===== src/sv/timer_prescale_compare_calc_macros.svh =====
// assertion macros for the timer prescale and compare calculator
`ifndef TIMER_PRESCALE_COMPARE_CALC_MACROS_SVH
`define TIMER_PRESCALE_COMPARE_CALC_MACROS_SVH

`ifndef SYNTHESIS

`define TPC_ASSERT_IMPLIES(label, clk, rst_n, ante, cons) \
    label: assert property (@(posedge clk) disable iff (!rst_n) (ante) |-> (cons)) \
        else $error("tpc check failed");

`define TPC_ASSERT_NEXT(label, clk, rst_n, ante, cons) \
    label: assert property (@(posedge clk) disable iff (!rst_n) (ante) |=> (cons)) \
        else $error("tpc check failed");

`else

`define TPC_ASSERT_IMPLIES(label, clk, rst_n, ante, cons)

`define TPC_ASSERT_NEXT(label, clk, rst_n, ante, cons)

`endif

`endif


===== src/sv/tpc_pkg.sv =====
// shared types and constants for the timer prescale and compare calculator
`default_nettype none

package tpc_pkg;

    localparam int FREQ_W             = 32;
    localparam int REM_W              = 32;
    localparam int COUNT_W            = 16;
    localparam int DIV_BITS_PER_STAGE = 2;

    localparam logic [63:0] COUNT_MAX = 64'h0000_0000_0000_FFFF;

    typedef enum logic [2:0] {
        SEL_NONE    = 3'd0,
        SEL_DIV1    = 3'd1,
        SEL_DIV8    = 3'd2,
        SEL_DIV64   = 3'd3,
        SEL_DIV256  = 3'd4,
        SEL_DIV1024 = 3'd5
    } prescale_sel_t;

    typedef struct packed {
        logic                 ok;
        prescale_sel_t        sel;
        logic [COUNT_W-1:0]   count;
    } tpc_result_t;

endpackage

`default_nettype wire


===== src/sv/tpc_div_stage.sv =====
// one register stage of the restoring divider, two quotient bits per stage
`default_nettype none

module tpc_div_stage #(
    parameter int DW = 2,
    parameter int STAGE = 0,
    parameter logic [DW-1:0] DIVIDEND = '0
) (
    input  wire logic                       clk,
    input  wire logic                       rst_n,
    input  wire logic                       in_valid,
    output logic                            in_ready,
    input  wire logic [tpc_pkg::FREQ_W-1:0] in_divisor,
    input  wire logic [tpc_pkg::REM_W-1:0]  in_rem,
    input  wire logic [DW-1:0]              in_quot,
    input  wire logic                       in_fail,
    output logic                            out_valid,
    input  wire logic                       out_ready,
    output logic [tpc_pkg::FREQ_W-1:0]      out_divisor,
    output logic [tpc_pkg::REM_W-1:0]       out_rem,
    output logic [DW-1:0]                   out_quot,
    output logic                            out_fail
);
    import tpc_pkg::*;

    localparam int BPS = DIV_BITS_PER_STAGE;
    // dividend bits consumed here, msb first
    localparam logic [BPS-1:0] DIGITS = DIVIDEND[DW-1-STAGE*BPS -: BPS];

    logic                 valid_reg;
    logic [FREQ_W-1:0]    divisor_reg;
    logic [REM_W-1:0]     rem_reg;
    logic [REM_W-1:0]     rem_next;
    logic [DW-1:0]        quot_reg;
    logic [DW-1:0]        quot_next;
    logic                 fail_reg;
    logic [REM_W:0]       shifted;

    assign in_ready = !valid_reg || out_ready;

    always_comb
    begin
        rem_next  = in_rem;
        quot_next = in_quot;
        shifted   = '0;
        for (int j = BPS - 1; j >= 0; j--)
        begin
            shifted = {rem_next, DIGITS[j]};
            if (shifted >= {1'b0, in_divisor})
            begin
                rem_next  = REM_W'(shifted - {1'b0, in_divisor});
                quot_next = {quot_next[DW-2:0], 1'b1};
            end
            else
            begin
                rem_next  = shifted[REM_W-1:0];
                quot_next = {quot_next[DW-2:0], 1'b0};
            end
        end
    end

    always_ff @(posedge clk or negedge rst_n)
    begin
        if (!rst_n)
        begin
            valid_reg <= 1'b0;
        end
        else if (in_ready)
        begin
            valid_reg <= in_valid;
        end
    end

    always_ff @(posedge clk)
    begin
        if (in_ready)
        begin
            divisor_reg <= in_divisor;
            rem_reg     <= rem_next;
            quot_reg    <= quot_next;
            fail_reg    <= in_fail;
        end
    end

    assign out_valid   = valid_reg;
    assign out_divisor = divisor_reg;
    assign out_rem     = rem_reg;
    assign out_quot    = quot_reg;
    assign out_fail    = fail_reg;

endmodule

`default_nettype wire


===== src/sv/tpc_select.sv =====
// prescaler choice from the quotient, with the result register
`default_nettype none

module tpc_select #(
    parameter int DW = 2
) (
    input  wire logic                 clk,
    input  wire logic                 rst_n,
    input  wire logic                 in_valid,
    output logic                      in_ready,
    input  wire logic [DW-1:0]        in_quot,
    input  wire logic                 in_fail,
    output logic                      out_valid,
    input  wire logic                 out_ready,
    output tpc_pkg::tpc_result_t      out_result
);
    import tpc_pkg::*;

    logic         valid_reg;
    tpc_result_t  result_reg;
    tpc_result_t  result_next;
    logic [63:0]  ticks;

    assign in_ready = !valid_reg || out_ready;

    // half period in core clock ticks
    assign ticks = 64'(in_quot[DW-1:1]);

    always_comb
    begin
        result_next = '0;
        result_next.sel = SEL_NONE;
        if (!in_fail)
        begin
            priority if (ticks <= COUNT_MAX)
            begin
                result_next.ok    = 1'b1;
                result_next.sel   = SEL_DIV1;
                result_next.count = ticks[COUNT_W-1:0];
            end
            else if ((ticks >> 3) <= COUNT_MAX)
            begin
                result_next.ok    = 1'b1;
                result_next.sel   = SEL_DIV8;
                result_next.count = ticks[COUNT_W+2:3];
            end
            else if ((ticks >> 6) <= COUNT_MAX)
            begin
                result_next.ok    = 1'b1;
                result_next.sel   = SEL_DIV64;
                result_next.count = ticks[COUNT_W+5:6];
            end
            else if ((ticks >> 8) <= COUNT_MAX)
            begin
                result_next.ok    = 1'b1;
                result_next.sel   = SEL_DIV256;
                result_next.count = ticks[COUNT_W+7:8];
            end
            else if ((ticks >> 10) <= COUNT_MAX)
            begin
                result_next.ok    = 1'b1;
                result_next.sel   = SEL_DIV1024;
                result_next.count = ticks[COUNT_W+9:10];
            end
            else
            begin
                result_next.ok  = 1'b0;
                result_next.sel = SEL_NONE;
            end
        end
    end

    always_ff @(posedge clk or negedge rst_n)
    begin
        if (!rst_n)
        begin
            valid_reg <= 1'b0;
        end
        else if (in_ready)
        begin
            valid_reg <= in_valid;
        end
    end

    always_ff @(posedge clk)
    begin
        if (in_ready)
        begin
            result_reg <= result_next;
        end
    end

    assign out_valid  = valid_reg;
    assign out_result = result_reg;

endmodule

`default_nettype wire


===== src/sv/timer_prescale_compare_calc.sv =====
// timer prescaler and compare count calculator, top level
//
//   channel  dir  handshake              beat
//   req      in   req_valid / req_stall  frequency
//   rsp      out  rsp_valid / rsp_stall  ok, prescale_select, compare_count
//
// one beat per cycle while rsp is not stalled; each beat passes through
// the divider stages, which each resolve two quotient bits, and then
// the result register
// reset clears only the stage valid bits
// a stall on rsp holds the result; upstream stages keep filling empty slots
`default_nettype none

module timer_prescale_compare_calc #(
    parameter int CORE_CLOCK_HZ = 8000000,
    parameter int FREQ_SCALE = 100
) (
    input  wire logic                       clk,
    input  wire logic                       rst_n,
    input  wire logic                       req_valid,
    output logic                            req_stall,
    input  wire logic [tpc_pkg::FREQ_W-1:0] frequency,
    output logic                            rsp_valid,
    input  wire logic                       rsp_stall,
    output logic                            ok,
    output logic [2:0]                      prescale_select,
    output logic [tpc_pkg::COUNT_W-1:0]     compare_count
);
    import tpc_pkg::*;

    `include "timer_prescale_compare_calc_macros.svh"

    localparam logic [63:0] DIVIDEND   = 64'(FREQ_SCALE) * 64'(CORE_CLOCK_HZ);
    localparam int          NW         = $clog2(DIVIDEND + 64'd1);
    localparam int          NS         = (NW + DIV_BITS_PER_STAGE - 1) / DIV_BITS_PER_STAGE;
    localparam int          DW         = NS * DIV_BITS_PER_STAGE;
    localparam logic [DW-1:0] DIVIDEND_DW = DW'(DIVIDEND);
    // frequency / FREQ_SCALE > CORE_CLOCK_HZ  <=>  frequency >= this
    localparam logic [63:0] FREQ_LIMIT = (64'(CORE_CLOCK_HZ) + 64'd1) * 64'(FREQ_SCALE);

    logic               stg_valid   [NS+1];
    logic               stg_ready   [NS+1];
    logic [FREQ_W-1:0]  stg_divisor [NS+1];
    logic [REM_W-1:0]   stg_rem     [NS+1];
    logic [DW-1:0]      stg_quot    [NS+1];
    logic               stg_fail    [NS+1];
    tpc_result_t        result;

    assign stg_valid[0]   = req_valid;
    assign stg_divisor[0] = frequency;
    assign stg_rem[0]     = '0;
    assign stg_quot[0]    = '0;
    assign stg_fail[0]    = (frequency == '0) || (64'(frequency) >= FREQ_LIMIT);
    assign req_stall      = !stg_ready[0];

    for (genvar s = 0; s < NS; s++)
    begin : g_div
        tpc_div_stage #(
            .DW       (DW),
            .STAGE    (s),
            .DIVIDEND (DIVIDEND_DW)
        ) u_stage (
            .clk         (clk),
            .rst_n       (rst_n),
            .in_valid    (stg_valid[s]),
            .in_ready    (stg_ready[s]),
            .in_divisor  (stg_divisor[s]),
            .in_rem      (stg_rem[s]),
            .in_quot     (stg_quot[s]),
            .in_fail     (stg_fail[s]),
            .out_valid   (stg_valid[s+1]),
            .out_ready   (stg_ready[s+1]),
            .out_divisor (stg_divisor[s+1]),
            .out_rem     (stg_rem[s+1]),
            .out_quot    (stg_quot[s+1]),
            .out_fail    (stg_fail[s+1])
        );
    end

    tpc_select #(
        .DW (DW)
    ) u_select (
        .clk        (clk),
        .rst_n      (rst_n),
        .in_valid   (stg_valid[NS]),
        .in_ready   (stg_ready[NS]),
        .in_quot    (stg_quot[NS]),
        .in_fail    (stg_fail[NS]),
        .out_valid  (rsp_valid),
        .out_ready  (!rsp_stall),
        .out_result (result)
    );

    assign ok              = result.ok;
    assign prescale_select = result.sel;
    assign compare_count   = result.count;

    // success always carries a real prescaler code
    `TPC_ASSERT_IMPLIES(a_ok_sel, clk, rst_n, rsp_valid && ok, (prescale_select == SEL_DIV1) || (prescale_select == SEL_DIV8) || (prescale_select == SEL_DIV64) || (prescale_select == SEL_DIV256) || (prescale_select == SEL_DIV1024))
    `TPC_ASSERT_IMPLIES(a_fail_zero, clk, rst_n, rsp_valid && !ok, (prescale_select == SEL_NONE) && (compare_count == '0))
    // a coarser prescaler is picked only when the finer one overflowed
    `TPC_ASSERT_IMPLIES(a_coarse_min, clk, rst_n, rsp_valid && ok && (prescale_select != SEL_DIV1), compare_count >= 16'h2000)
    // last divider stage holds its quotient while blocked
    `TPC_ASSERT_NEXT(a_div_hold, clk, rst_n, stg_valid[NS] && !stg_ready[NS], stg_valid[NS] && $stable(stg_quot[NS]))

endmodule

`default_nettype wire

===== config.mk =====
export PLATFORM = sky130hd
export DESIGN_NAME = timer_prescale_compare_calc
export DESIGN_NICKNAME = d
export VERILOG_FILES = /design/src/sv/tpc_pkg.sv /design/src/sv/tpc_div_stage.sv /design/src/sv/tpc_select.sv /design/src/sv/timer_prescale_compare_calc.sv
export VERILOG_INCLUDE_DIRS = /design/src /design/src/sv
export SDC_FILE = /design/constraint.sdc
export NUM_CORES = 2
export LEC_CHECK = 0
export BUFFER_PORTS_ARGS = -buffer_cell sky130_fd_sc_hd__buf_2
export CORE_ASPECT_RATIO = 0.7
export CORE_MARGIN = 10
export CORE_UTILIZATION = 25
export CTS_CLUSTER_DIAMETER = 50
export DETAILED_ROUTE_END_ITERATION = 10
export SYNTH_ARGS = -nofsm -noshare
export SYNTH_HDL_FRONTEND = slang
export SYNTH_HIERARCHICAL = 1
export SYNTH_SLANG_ARGS = --single-unit

===== constraint.sdc =====
create_clock -name clk -period 73.4 [get_ports clk]
set_input_delay 7.34 -clock clk [delete_from_list [all_inputs] [get_ports clk]]
set_output_delay 7.34 -clock clk [all_outputs]
set_load 0.05 [all_outputs]

Word level (Yosys, flattened, before mapping):

Index checks and enable logic that the tools add are counted.

* input bits: 36
* output and inout bits: 22
* logic and storage cells: 261
* flip-flop bits (word level): 1187

* order comparisons: 36
* mux-type cells: 65
* add/sub/neg operators: 29
* reduce and logical (&&, ||, !) cells: 38

Operators by type and width (count)
* >= comparator 33 x 32 -> 1 bit: 29
* two-way mux 32 bit: 29
* subtractor 32 bit: 28
* two-way mux 20 bit: 4
* >= comparator 1 x 32 -> 1 bit (first input constant): 1
* >= comparator 32 x 30 -> 1 bit (second input constant): 1
* zero test 32 bit: 1
* subtractor 1 x 32 -> 32 bit (first input constant): 1
* two-way mux 1 bit: 30
* less-or-equal comparator 29 x 16 -> 1 bit (second input constant): 1
* less-or-equal comparator 26 x 16 -> 1 bit (second input constant): 1
* less-or-equal comparator 23 x 16 -> 1 bit (second input constant): 1
* less-or-equal comparator 21 x 16 -> 1 bit (second input constant): 1
* less-or-equal comparator 19 x 16 -> 1 bit (second input constant): 1
* zero test 1 bit: 18
* logical OR 1 bit: 17
* two-way mux 16 bit: 1
* two-way mux 4 bit: 1
* OR reduction 4 bit: 1
* OR reduction 2 bit: 1

Depth between registers and ports, before layout:

* depth after elaboration: 18
* gate-level depth with buffers: 28
* gate-level depth less buffers: 24

By module:

The synthesis kept the hierarchy.

Modules (own cells, without submodules)
* tpc_div_stage (g_div[10].u_stage ...): seq. area each 2877.8 um2, times used 6, cells an instance 643, area each 7031.7 um2
* tpc_div_stage (g_div[3].u_stage ...): seq. area each 2877.8 um2, times used 3, cells an instance 733, area each 7133.1 um2
* tpc_div_stage (g_div[5].u_stage ...): seq. area each 2877.8 um2, times used 2, cells an instance 664, area each 7104.3 um2
* tpc_div_stage (g_div[14].u_stage): seq. area each 2877.8 um2, times used 1, cells an instance 708, area each 7194.4 um2
* tpc_div_stage (g_div[0].u_stage): seq. area each 2877.8 um2, times used 1, cells an instance 732, area each 7163.1 um2
* tpc_div_stage (g_div[2].u_stage): seq. area each 2877.8 um2, times used 1, cells an instance 674, area each 7091.8 um2
* tpc_div_stage (g_div[1].u_stage): seq. area each 2877.8 um2, times used 1, cells an instance 662, area each 6891.6 um2
* tpc_select: seq. area each 625.6 um2, times used 1, cells an instance 166, area each 1486.4 um2
* timer_prescale_compare_calc: seq. area each 0.0 um2, times used 1, cells an instance 25, area each 171.4 um2

Least setup slack after synthesis:

OpenSTA, ideal clock, no wires.

* kind: input -> output
* start: input rsp_stall
* end: output req_stall
* buffers on the path: 0
* arrival time: 46.405 ns
* path slack: 19.655 ns
* stages on the path: 18
* cell sequence: inv_1 -> nand2b_1 -> nand2b_1 -> nand2b_1 -> nand2b_1 -> nand2b_1 -> nand2b_1 -> nand2b_1 -> nand2b_1 -> nand2b_1 -> nand2b_1 -> nand2b_1 -> nand2b_1 -> nand2b_1 -> nand2b_1 -> nand2b_1 -> nand2b_1 -> inv_1

RTL lines
* start: declaration: RTL line timer_prescale_compare_calc.sv:24 `input wire logic rsp_stall,`
* end: declaration: RTL line timer_prescale_compare_calc.sv:21 `output logic req_stall,`

==> run metrics <==
Layout Nets 10640; first-pass GRT wire length 393200 µm; Clk Latency, worst-skew pair 760 ps; WP data arrival 15220 ps; first-pass iteration count of the detailed router 5; crit path capture type output pin; RSZ-0062 raised after global routing no; worst endpoint required time 66060 ps; CTS buffer count 116; Setup WS pre-CTS 50660 ps; Slew @ Worst Pin 1379 ps; share of layout cells above drive strength 1 10.98%; via-per-instance ratio 4.939; mapped cell area 96140 µm²; # DRC 0; fill count 39970; Final period util 30.73%; # setup viols final 0; Post-CTS Hold Fix Bufs 0; core area 383000 µm²; antenna-violating nets left 0; CTS root buffer clkbuf_16; initial antenna violation count 10; clk slew on worst S/H paths 70 ps; drt initial violations 7283; pin count of the biggest net entering global routing 81; clock buffer depth 3; status finished clean; Peak Freq 0.04433 GHz; Die Wd 761.2 µm; Synth Instances 9603; postcts setup bufs 0; Crit Path Category input port to output pin; Cell Rows 190; hold slack 403.4 ps; DRT Wirelength 256900 µm; Hold Fails Final Rpt 0; GRT Util Overall 11.77%; Port Buf Inserts 57; final core occ 27.75%; CTS Sinks 1186; Congestion Overflow GR 0; die area 410200 µm²; vias in the first global route 66200; final setup margin 50840 ps; Die H 538.8 µm; clk_skew 43.77 ps; Worst Hold Class flop to flop; Worst slew margin 7.194%; setup_tns 0 ps; # IOs 58; CP max FO 73; Syn Area/Cell 10.01 µm²; Syn. warnings 6; H-tree levels 3; Routed wire per std cell 17.27 µm; max-cap viol count 0; post-cts sizing count 0; Reg2Reg Depth 19; Starting Density 25.10%; CP startpoint kind input port; P&R area growth vs syn 10.55%; gpl congestion 0.9161; Hold Path Depth 0; TritonCTS clock tree done; fin crit period 22560 ps; Final Slew Violations 0; via count 73460; dpl hpwl 206600 µm
-- worst max-delay path, stage by stage --
cell and delay (ps):
buf_2 100, inv_1 40, nand2b_1 760, nand2b_1 200, buf_4 360, nand2b_4 530
nand2b_4 510, nand2b_4 440, nand2b_4 430, nand2b_4 460, nand2b_4 390, nand2b_4 410
nand2b_4 200, nand2b_4 180, nand2b_4 320, nand2b_4 240, nand2b_4 730, nand2b_2 250
buf_4 650, nand2b_4 300, inv_1 60, buf_2 210
-- cell type report --
cell class / count / area (µm²) / area share [%]
diodes: 2 / 5.005 / 0.004709
clock inverters: 91 / 1122 / 1.056
clock buffers: 128 / 2969 / 2.794
repair buffers: 108 / 668.1 / 0.6287
inverters: 748 / 2808 / 2.642
multi-input cells: 7522 / 56810 / 53.45
flip-flops and latches: 1186 / 35530 / 33.43
well taps: 5088 / 6366 / 5.990
-- registers in the layout, indices dropped and copies added, names as in the netlist --
signal	cells
g_div.u_stage/out_divisor	448
g_div.u_stage/out_valid	15
g_div.u_stage/out_quot	239
u_select/out_valid	1
g_div.u_stage/out_rem	448
g_div.u_stage/out_fail	15
u_select/out_result	20
-- worst paths after layout --
path	startpoint	to	slack, ps
worst max-delay path	rsp_stall	req_stall	50840
worst min-delay path	g_div[6].u_stage/out_quot[10]	g_div[7].u_stage/out_quot[12]	400
worst max register to register	u_select/out_valid	g_div[0].u_stage/out_divisor[9]	64490
worst min register to register	g_div[6].u_stage/out_quot[10]	g_div[7].u_stage/out_quot[12]	400
max in group asynchronous	rst_n	g_div[1].u_stage/out_valid	66510
min in group asynchronous	rst_n	g_div[0].u_stage/out_valid	6550
-- stage by stage --
| stage | std cells | cell area (µm²) |
|---|---|---|
| after floorplan | 9669 | 96390 |
| after global placement | 14650 | 102200 |
| after detailed placement | 14650 | 102200 |
| after CTS | 14870 | 106300 |
| after global routing | 14870 | 106300 |
| final | 14870 | 106300 |
-- per-layer routing --
metal  track usage, %  routed length [µm]  up-vias
li1                 -                   -    36140
met1            19.16              134700    34790
met2            15.04               94030     2306
met3            3.195               24860      214
met4            1.750                3298        6
met5                0                  41        -
-- layout by cell type (no fill, tap or decap), types with 80 or more instances in the layout --
cell type / count
xnor2_1: 478
xor2_1: 215
a21oi_1: 844
a21o_1: 305
inv_1: 740
nor2_1: 494
nand2b_1: 128
nor2b_1: 134
o21bai_1: 80
nand2_1: 689
o21a_1: 97
nor3_1: 174
mux2_2: 279
and3_1: 129
mux2_4: 223
a211oi_1: 106
nand3_1: 219
nand4_1: 91
o21ai_0: 482
clkbuf_16: 117
and2_1: 88
a31oi_1: 108
ha_1: 906
edfxtp_1: 1170
Power is left out: the tool's default activity adds up to more than one toggle a clock period on the data nets, which glitch-free logic cannot reach.
